<file path="config.mk">
export PLATFORM = sky130hd
export DESIGN_NAME = spi_command_register_parser
export DESIGN_NICKNAME = d
export VERILOG_FILES = /design/src/scrp_pkg.sv /design/src/scrp_regfile.sv /design/src/spi_command_register_parser.sv
export VERILOG_INCLUDE_DIRS = /design/src /design/src/src
export SDC_FILE = /design/constraint.sdc
export NUM_CORES = 1
export LEC_CHECK = 0
export ABC_AREA = 1
export BUFFER_PORTS_ARGS = -buffer_cell sky130_fd_sc_hd__buf_4
export CAP_MARGIN = 20
export CORE_ASPECT_RATIO = 2
export CORE_UTILIZATION = 63
export CTS_CLUSTER_SIZE = 20
export DETAILED_ROUTE_END_ITERATION = 16
export PLACE_DENSITY = 0.79
export SYNTH_ARGS = -nofsm -noshare
export SYNTH_HDL_FRONTEND = slang
export SYNTH_SLANG_ARGS = --single-unit
</file>
<file path="constraint.sdc">
create_clock -name clk -period 3.4 [get_ports clk]
set_input_delay 0.34 -clock clk [delete_from_list [all_inputs] [get_ports clk]]
set_output_delay 0.34 -clock clk [all_outputs]
set_load 0.02 [all_outputs]
</file>
<file path="src/spi_command_register_parser_defines.svh">
// ---------------------------------------------------------------------------
// SPI command register parser assertion macros
// Concurrent assertion wrappers, compiled out for synthesis.
// ---------------------------------------------------------------------------
`ifndef SPI_COMMAND_REGISTER_PARSER_DEFINES_SVH
`define SPI_COMMAND_REGISTER_PARSER_DEFINES_SVH

`ifndef SYNTHESIS
// checked only out of reset
`define SCRP_ASSERT(lbl, prop, msg) \
  lbl: assert property (@(posedge clk) disable iff (!rst_n) (prop)) else $error(msg);
// checked at every edge, reset included
`define SCRP_ASSERT_ALWAYS(lbl, prop, msg) \
  lbl: assert property (@(posedge clk) (prop)) else $error(msg);
`else
`define SCRP_ASSERT(lbl, prop, msg)
`define SCRP_ASSERT_ALWAYS(lbl, prop, msg)
`endif

`endif

</file>
<file path="src/scrp_pkg.sv">
// ---------------------------------------------------------------------------
// SPI command register parser package
// Parser modes, opcodes, register addresses and register defaults.
// ---------------------------------------------------------------------------
`timescale 1ns / 1ps

package scrp_pkg;

  localparam int NUM_REGS_DEF = 26;
  localparam int BYTE_W       = 8;
  localparam int CNT_W        = 6;

  localparam logic [CNT_W-1:0] POS_MAX = 6'd63;

  typedef enum logic [2:0] {
    MODE_COMMAND      = 3'd0,
    MODE_RREG_COUNT   = 3'd1,
    MODE_WREG_COUNT   = 3'd2,
    MODE_RREG_PENDING = 3'd3,
    MODE_WREG_DATA    = 3'd4
  } mode_t;

  localparam logic [7:0] OP_RDATAC = 8'h10;
  localparam logic [7:0] OP_SDATAC = 8'h11;
  localparam logic [7:0] OP_START  = 8'h08;
  localparam logic [7:0] OP_STOP   = 8'h0A;
  localparam logic [7:0] OP_RESET  = 8'h06;
  localparam logic [7:0] OP_RREG   = 8'h20;
  localparam logic [7:0] OP_WREG   = 8'h40;

  localparam logic [7:0] OPC_MASK  = 8'hE0;
  localparam logic [7:0] ARG_MASK  = 8'h1F;

  localparam logic [7:0] ADDR_ID         = 8'h00;
  localparam logic [7:0] ADDR_CONFIG1    = 8'h01;
  localparam logic [7:0] ADDR_CONFIG2    = 8'h02;
  localparam logic [7:0] ADDR_CONFIG3    = 8'h03;
  localparam logic [7:0] ADDR_LOFF_STATP = 8'h12;
  localparam logic [7:0] ADDR_LOFF_STATN = 8'h13;
  localparam logic [7:0] ADDR_GPIO       = 8'h14;

  // register file control from the parser
  typedef struct packed {
    logic             load;    // reload defaults
    logic             wr_en;
    logic [7:0]       addr;
    logic [BYTE_W-1:0] data;
  } rf_ctl_t;

  function automatic logic [BYTE_W-1:0] reg_default(input logic [7:0] addr);
    logic [BYTE_W-1:0] val;
    unique case (addr)
      ADDR_ID:      val = 8'h92;
      ADDR_CONFIG1: val = 8'h06;
      ADDR_CONFIG2: val = 8'h40;
      ADDR_CONFIG3: val = 8'h40;
      ADDR_GPIO:    val = 8'h0F;
      default:      val = 8'h00;
    endcase
    return val;
  endfunction

endpackage

</file>
<file path="src/scrp_regfile.sv">
// ---------------------------------------------------------------------------
// SPI command register parser register file
// Flop-based register bank with default reload, write filtering and one
// combinational read port.
// ---------------------------------------------------------------------------
`timescale 1ns / 1ps

module scrp_regfile #(
  parameter int NUM_REGS = scrp_pkg::NUM_REGS_DEF
) (
  input  logic                          clk,
  input  logic                          rst_n,
  input  scrp_pkg::rf_ctl_t             ctl,
  input  logic [7:0]                    rd_addr,
  output logic [scrp_pkg::BYTE_W-1:0]   rd_data
);
  import scrp_pkg::*;

  localparam int         IDX_W   = $clog2(NUM_REGS);
  localparam logic [7:0] LIMIT_B = 8'(NUM_REGS);

  logic [BYTE_W-1:0] regs_r [NUM_REGS];
  logic              ro_hit;
  logic              wr_ok;

  // ID and lead-off status are read only
  assign ro_hit = (ctl.addr == ADDR_ID) || (ctl.addr == ADDR_LOFF_STATP) ||
                  (ctl.addr == ADDR_LOFF_STATN);
  assign wr_ok  = ctl.wr_en && !ro_hit && (ctl.addr < LIMIT_B);

  always_ff @(posedge clk) begin
    if (!rst_n || ctl.load) begin
      for (int i = 0; i < NUM_REGS; i++) begin
        regs_r[i] <= reg_default(8'(i));
      end
    end else if (wr_ok) begin
      regs_r[ctl.addr[IDX_W-1:0]] <= ctl.data;
    end
  end

  assign rd_data = (rd_addr < LIMIT_B) ? regs_r[rd_addr[IDX_W-1:0]] : '0;

endmodule

</file>
<file path="src/spi_command_register_parser.sv">
// ---------------------------------------------------------------------------
// SPI command register parser
// Byte-level command decoder and register file of an ADC SPI port.
// ---------------------------------------------------------------------------
// Takes one received SPI byte per beat and returns one beat per byte: the byte
// shifted back at that position plus the continuous-read and conversion flags
// as they stand after the byte. Throughput is one beat per clock: decode,
// register-file access and state update all complete in the accept cycle and
// land in a single output register, whose beat is offered in the next cycle;
// the input is stalled only while that register holds a beat the sink refuses.
// Opcodes: RDATAC/SDATAC set/clear continuous read, START/STOP set/clear the
// conversion flag, RESET reloads register defaults and clears both flags.
// RREG/WREG carry a base address and take a count byte (low five bits + 1).
// WREG data goes to incrementing addresses; ID, LOFF_STATP, LOFF_STATN and
// addresses past the file are skipped. An RREG answer is sent in the next
// transaction (beat flagged first_of_transaction); its incoming bytes are
// ignored, and positions past the count or the file return zero.
// ---------------------------------------------------------------------------
`timescale 1ns / 1ps

`include "spi_command_register_parser_defines.svh"

module spi_command_register_parser #(
  parameter int NUM_REGS = scrp_pkg::NUM_REGS_DEF
) (
  input  logic        clk,
  input  logic        rst_n,
  // received bytes
  input  logic        in_tvalid,
  output logic        in_tready,
  input  logic [7:0]  in_tdata,   // [7:0] data_byte
  input  logic        in_tuser,   // [0] first_of_transaction
  // returned bytes
  output logic        out_tvalid,
  input  logic        out_tready,
  output logic [15:0] out_tdata   // [7:0] tx_byte, [8] continuous_read_on,
                                  // [9] conversion_started, [15:10] zero
);
  import scrp_pkg::*;

  // parser state
  mode_t              mode_r,  mode_nxt;
  logic [7:0]         ptr_r,   ptr_nxt;   // RREG/WREG address pointer
  logic [CNT_W-1:0]   cnt_r,   cnt_nxt;   // remaining / answer count
  logic               ans_r,   ans_nxt;   // answering transaction
  logic [CNT_W-1:0]   pos_r,   pos_nxt;   // answer position
  logic               cont_r,  cont_nxt;
  logic               run_r,   run_nxt;

  // output beat
  logic               out_valid_r, out_valid_nxt;
  logic [BYTE_W-1:0]  out_tx_r,    out_tx_nxt;
  logic               out_cont_r;
  logic               out_run_r;

  logic               accept;
  logic [7:0]         b;
  mode_t              mode_v;
  logic               ans_v;
  logic [CNT_W-1:0]   pos_v;
  logic [7:0]         rd_addr;
  logic [BYTE_W-1:0]  rd_data;
  rf_ctl_t            rf_ctl;

  assign in_tready = !out_valid_r || out_tready;
  assign accept    = in_tvalid && in_tready;
  assign b         = in_tdata;

  // answer address: base plus position, wraps at 8 bits
  assign rd_addr = ptr_r + {2'b00, pos_v};

  // transaction boundary: a pending RREG turns it into an answer
  always_comb begin
    mode_v = mode_r;
    ans_v  = ans_r;
    pos_v  = pos_r;
    if (in_tuser && mode_r == MODE_RREG_PENDING) begin
      ans_v  = 1'b1;
      pos_v  = '0;
      mode_v = MODE_COMMAND;
    end else if (in_tuser) begin
      ans_v  = 1'b0;
    end
  end

  always_comb begin
    ptr_nxt  = ptr_r;
    cnt_nxt  = cnt_r;
    cont_nxt = cont_r;
    run_nxt  = run_r;
    out_tx_nxt = '0;
    rf_ctl   = '{load: 1'b0, wr_en: 1'b0, addr: ptr_r, data: b};

    mode_nxt = mode_v;
    ans_nxt  = ans_v;
    pos_nxt  = pos_v;

    if (ans_v) begin
      out_tx_nxt = (pos_v < cnt_r) ? rd_data : '0;
      if (pos_v < POS_MAX) begin
        pos_nxt = pos_v + 1'b1;
      end
    end else begin
      unique case (mode_v)
        MODE_COMMAND: begin
          priority if (b == OP_RDATAC) begin
            cont_nxt = 1'b1;
          end else if (b == OP_SDATAC) begin
            cont_nxt = 1'b0;
          end else if (b == OP_START) begin
            run_nxt = 1'b1;
          end else if (b == OP_STOP) begin
            run_nxt = 1'b0;
          end else if (b == OP_RESET) begin
            rf_ctl.load = 1'b1;
            cont_nxt    = 1'b0;
            run_nxt     = 1'b0;
          end else if ((b & OPC_MASK) == OP_RREG) begin
            ptr_nxt  = b & ARG_MASK;
            mode_nxt = MODE_RREG_COUNT;
          end else if ((b & OPC_MASK) == OP_WREG) begin
            ptr_nxt  = b & ARG_MASK;
            mode_nxt = MODE_WREG_COUNT;
          end else begin
            // unknown command byte: no effect
          end
        end
        MODE_RREG_COUNT: begin
          cnt_nxt  = {1'b0, b[4:0]} + 1'b1;
          mode_nxt = MODE_RREG_PENDING;
        end
        MODE_WREG_COUNT: begin
          cnt_nxt  = {1'b0, b[4:0]} + 1'b1;
          mode_nxt = MODE_WREG_DATA;
        end
        MODE_WREG_DATA: begin
          rf_ctl.wr_en = 1'b1;
          ptr_nxt      = ptr_r + 1'b1;
          cnt_nxt      = cnt_r - 1'b1;
          if (cnt_r == CNT_W'(1)) begin
            mode_nxt = MODE_COMMAND;
          end
        end
        default: begin
          // extra byte after an RREG count cancels the answer
          mode_nxt = MODE_COMMAND;
        end
      endcase
    end

    // register file acts only on accepted beats
    rf_ctl.load  = rf_ctl.load  && accept;
    rf_ctl.wr_en = rf_ctl.wr_en && accept;

    out_valid_nxt = accept || (out_valid_r && !out_tready);
  end

  scrp_regfile #(
    .NUM_REGS (NUM_REGS)
  ) u_regfile (
    .clk     (clk),
    .rst_n   (rst_n),
    .ctl     (rf_ctl),
    .rd_addr (rd_addr),
    .rd_data (rd_data)
  );

  always_ff @(posedge clk) begin
    if (!rst_n) begin
      mode_r      <= MODE_COMMAND;
      ptr_r       <= '0;
      cnt_r       <= '0;
      ans_r       <= 1'b0;
      pos_r       <= '0;
      cont_r      <= 1'b0;
      run_r       <= 1'b0;
      out_valid_r <= 1'b0;
    end else begin
      out_valid_r <= out_valid_nxt;
      if (accept) begin
        mode_r <= mode_nxt;
        ptr_r  <= ptr_nxt;
        cnt_r  <= cnt_nxt;
        ans_r  <= ans_nxt;
        pos_r  <= pos_nxt;
        cont_r <= cont_nxt;
        run_r  <= run_nxt;
      end
    end
  end

  // output payload, loaded on accept only
  always_ff @(posedge clk) begin
    if (accept) begin
      out_tx_r   <= out_tx_nxt;
      out_cont_r <= cont_nxt;
      out_run_r  <= run_nxt;
    end
  end

  assign out_tvalid = out_valid_r;
  assign out_tdata  = {6'b0, out_run_r, out_cont_r, out_tx_r};

  // ---------------------------------------------------------------------------
  // Assertions
  // ---------------------------------------------------------------------------
  `SCRP_ASSERT(a_ans_in_cmd, ans_r |-> mode_r == MODE_COMMAND, "answering outside command mode")
  `SCRP_ASSERT(a_ans_cnt, ans_r |-> cnt_r != '0, "answering with zero count")
  `SCRP_ASSERT(a_wdata_cnt, (mode_r == MODE_WREG_DATA) |-> cnt_r != '0, "WREG data zero count")
  `SCRP_ASSERT(a_no_overrun, (out_valid_r && !out_tready) |-> !in_tready, "accept over held beat")
  `SCRP_ASSERT_ALWAYS(a_rst_clear, !rst_n |=> !out_valid_r && !ans_r, "state not cleared by reset")

endmodule

</file>
==> impl_results.md <==
* Status: finished clean
* Max-cap viol count at 0
* Pins over their slew limit at 0
* Hold slack at between 0.05 and 0.06 ns
* Clk_lat worst skew at 0.54 ns
* CP max-delay cell: dfxtp_1
* Final setup fails at 0
* Setup Buffers After CTS at 0
* I/O pin cnt at 31
* Yosys warns at 0
* Worst setup SP type: flop
* Die width at 108 um
* Fraction of layout instances using a drive strength above 1 at 10.8%
* Top post-synthesis cells by area: edfxtp_1 (56%), nor2_1 (9.2%), nand2_1 (6.1%), o21ai_0 (5.7%), dfxtp_1 (3.8%)
* DIE AREA at 23,200 sq um
* First-pass GRT wire length at around 58,000 um
* Via count at 11,100
* Leak Pwr at between 6 and 7 nW
* Buffers on Ports at 24
* Area fraction of the dominant cell type after synthesis at 56.3%
* Pwr Density at 528 nW/um^2
* Syn avg cell area at 9.53 sq um
* Adder-cell share of the synthesized area at 1.41%
* Overflow after GRT at 0
* Peak supply drop at 470 uV
* Fin Setup TNS at 0 ns
* Setup crit end kind: flop
* GR Util All Layers at between 30% and 40%
* Worst-path clk slew at 0.07 ns
* Vias per inst at between 6 and 7
* Post-route ant nets at 0
* CTS resizes at 0
* XOR/XNOR Fraction of Synth Area at 0.494%
* Hpwl dp at 25,800 um
* EDFF count, synth at roughly 270
* Worst-Margin Slew at 0.957 ns
* Most frequent CP cell: nand2_1
* Cells after Synth at between 1,000 and 1,500
* Worst path required time at 3.69 ns
* Count of cell types in the netlist at 42
* GP Congestion at between 0.9 and 1
* Most frequent cell after synthesis: nor2_1
* DRC at 0
* Worst Path Arrival at roughly 3.3 ns
* CP Max Fanout at 21
* Most used DFF post-synth: edfxtp_1
* Largest net degree at the start of global routing at 71
* Fillcell total at 1,666
* CP bufs+invs at 5
* Hold Path Class: in -> reg
* Share of flip-flops with an asynchronous set or reset at 0%
* CTS tree: built
* CP peak stage delay at 0.43 ns
* Final worst path period share at 89.8%
* Achievable Freq at 0.327 GHz
* Post-CTS Hold Fix Bufs at 0
* Power consumption at 8.22 mW
* Initial antenna violation count at 0
* Vias in the first global route at between 10,000 and 15,000
* Root Buffer: clkbuf_16
* Diode count at 0
* Slew HR at 36.1%
* Clk sinks at slightly below 300
* TritonCTS buffer count at 25
* First DRT Iteration DRCs at 832
* Deepest clock path buffer count at 3
* Post-synthesis cell area at 14,200 sq um
* Setup CP Type: reg -> reg
* Largest area contributor in the synthesized netlist: edfxtp_1
* Hold Fails Final Rpt at 0
* Synth Register Bits at 293
* Final min period at roughly 3.1 ns
* Layout Nets at 1,574
* Pre-antenna DRT Iters at 5
* Simple-gate area share of the yosys netlist at 21.2%
* Critical path, cell by cell: inv_2 -> nor2_4 -> nand2_4 -> nand2_1 -> inv_1 -> ha_4 -> ha_1 -> inv_1 -> nand2_1 -> nand2_4 -> nand2_4 -> buf_4 -> nand2_1 -> nand2_1 -> nand2_1 -> nand2_1 -> nand2_1 -> nand2_1 -> inv_1 -> nor2_1
* Largest family of logic cells by synthesized area: simple AND/OR/NAND/NOR gates
* Cell Rows at 77
* Chip height at around 210 um
* Total number of H-tree levels at 1
* RSZ-0062 raised after global routing: false
* Layout area overhead at 9.73%
* Final Skew at 0.0106 ns
* Core area at 22,100 sq um
* Post-synth top cells: nor2_1 (347), edfxtp_1 (266), nand2_1 (232)
* Initial cell density of the core at ~64%
* Final core occ at 70.6%
* Sequential share of the synthesized area at between 60% and 70%
* Critical path's top delay family: simple AND/OR/NAND/NOR gates
* Routed WL at between 30,000 and 40,000 um
* Post-synthesis mux area share at 0%
* Compound-Gate Fraction of Synth Area at ~11%
* Avg WL per Cell at 20.5 um
[worst paths after layout]
path | slack [ns] | from | endpoint | depth (start not counted)
hold reg to reg | 0.50 | ans_r | ans_r | 2
hold / removal | 0.05 | in_tvalid | out_tvalid | 3
setup / recovery | 0.35 | mode_r[1] | out_tx_r[0] | 20
setup reg to reg | 0.35 | mode_r[1] | out_tx_r[0] | 20
[per-layer routing]
metal / track usage (%) / wire length, um / vias to the layer above
li1: - / - / 5104
met1: 33.9 / 12000 / 5169
met2: 60.4 / 20000 / 597
met3: 4.10 / 2480 / 183
met4: 26.8 / 3130 / 0
met5: 0 / 0 / -
[logic make-up (layout without fill, tap and decap cells)]
logic type,Yosys count,count (layout)
simple gates,708,708
flops,293,293
compound gates,276,276
buf+inv,186,198
fa+ha+maj,16,16
xor+xnor,8,8
other cells,2,62
[sequential cells by signal (all words and copies together), names as in the netlist]
| name | cells |
|---|---|
| u_regfile.regs_r | 256 |
| out_tx_r | 8 |
| ptr_r | 8 |
| cnt_r | 6 |
| pos_r | 6 |
| mode_r | 3 |
| ans_r | 1 |
| cont_r | 1 |
| out_cont_r | 1 |
| out_run_r | 1 |
| out_tvalid | 1 |
| run_r | 1 |
[worst register-to-register path, cell delays in order (launching register included)]
cell and delay [ns]:
dfxtp_1 0.43, inv_2 0.09, nor2_4 0.10, nand2_4 0.09, nand2_1 0.13, inv_1 0.10
ha_4 0.16, ha_1 0.16, inv_1 0.05, nand2_1 0.10, nand2_4 0.31, nand2_4 0.17
buf_4 0.25, nand2_1 0.10, nand2_1 0.10, nand2_1 0.18, nand2_1 0.07, nand2_1 0.07
nand2_1 0.05, inv_1 0.05, nor2_1 0.04
[layout by cell type, fill, tap and decap left out, drive strengths merged, types with 7 or more instances in the layout]
master	Yosys	final
clkbuf	57	30
a21oi	26	26
o22ai	65	65
buf	35	61
ha	16	16
nand2	272	272
inv	90	89
dfxtp	27	27
xor2	7	7
nor2	353	353
nor3	15	15
o21ai	164	164
conb	2	62
clkinv	4	15
edfxtp	266	266
nand3	59	59
[report_power, final]
| group | internal (mW) | total, mW | switching [mW] |
|---|---|---|---|
| Combinational | 0.355 | 1.25 | 0.897 |
| Sequential | 4.07 | 4.13 | 0.0569 |
| Clock | 1.58 | 2.84 | 1.26 |
| Total | 6.01 | 8.22 | 2.21 |
[stage by stage]
stage / setup WS [ns] / instances / cell area [sq um]
after global placement: 0.527 / 1794 / 14800
after detailed placement: 0.464 / 1794 / 14800
final: 0.346 / 1837 / 15600
after global routing: 0.172 / 1837 / 15600
after floorplan: 0.711 / 1549 / 14400
after CTS: 0.419 / 1837 / 15600
[final cells by class]
cell class / instances / area (sq um) / area share [%]
clock buffer: 30 / 644 / 4.14
clock inverter: 13 / 141 / 0.908
inverter: 94 / 354 / 2.27
multi-input combinational: 1070 / 5060 / 32.5
sequential: 293 / 8530 / 54.8
tap: 276 / 345 / 2.22
timing repair buffer: 61 / 495 / 3.18
No activity file was read; power rests on OpenSTA's default activity.
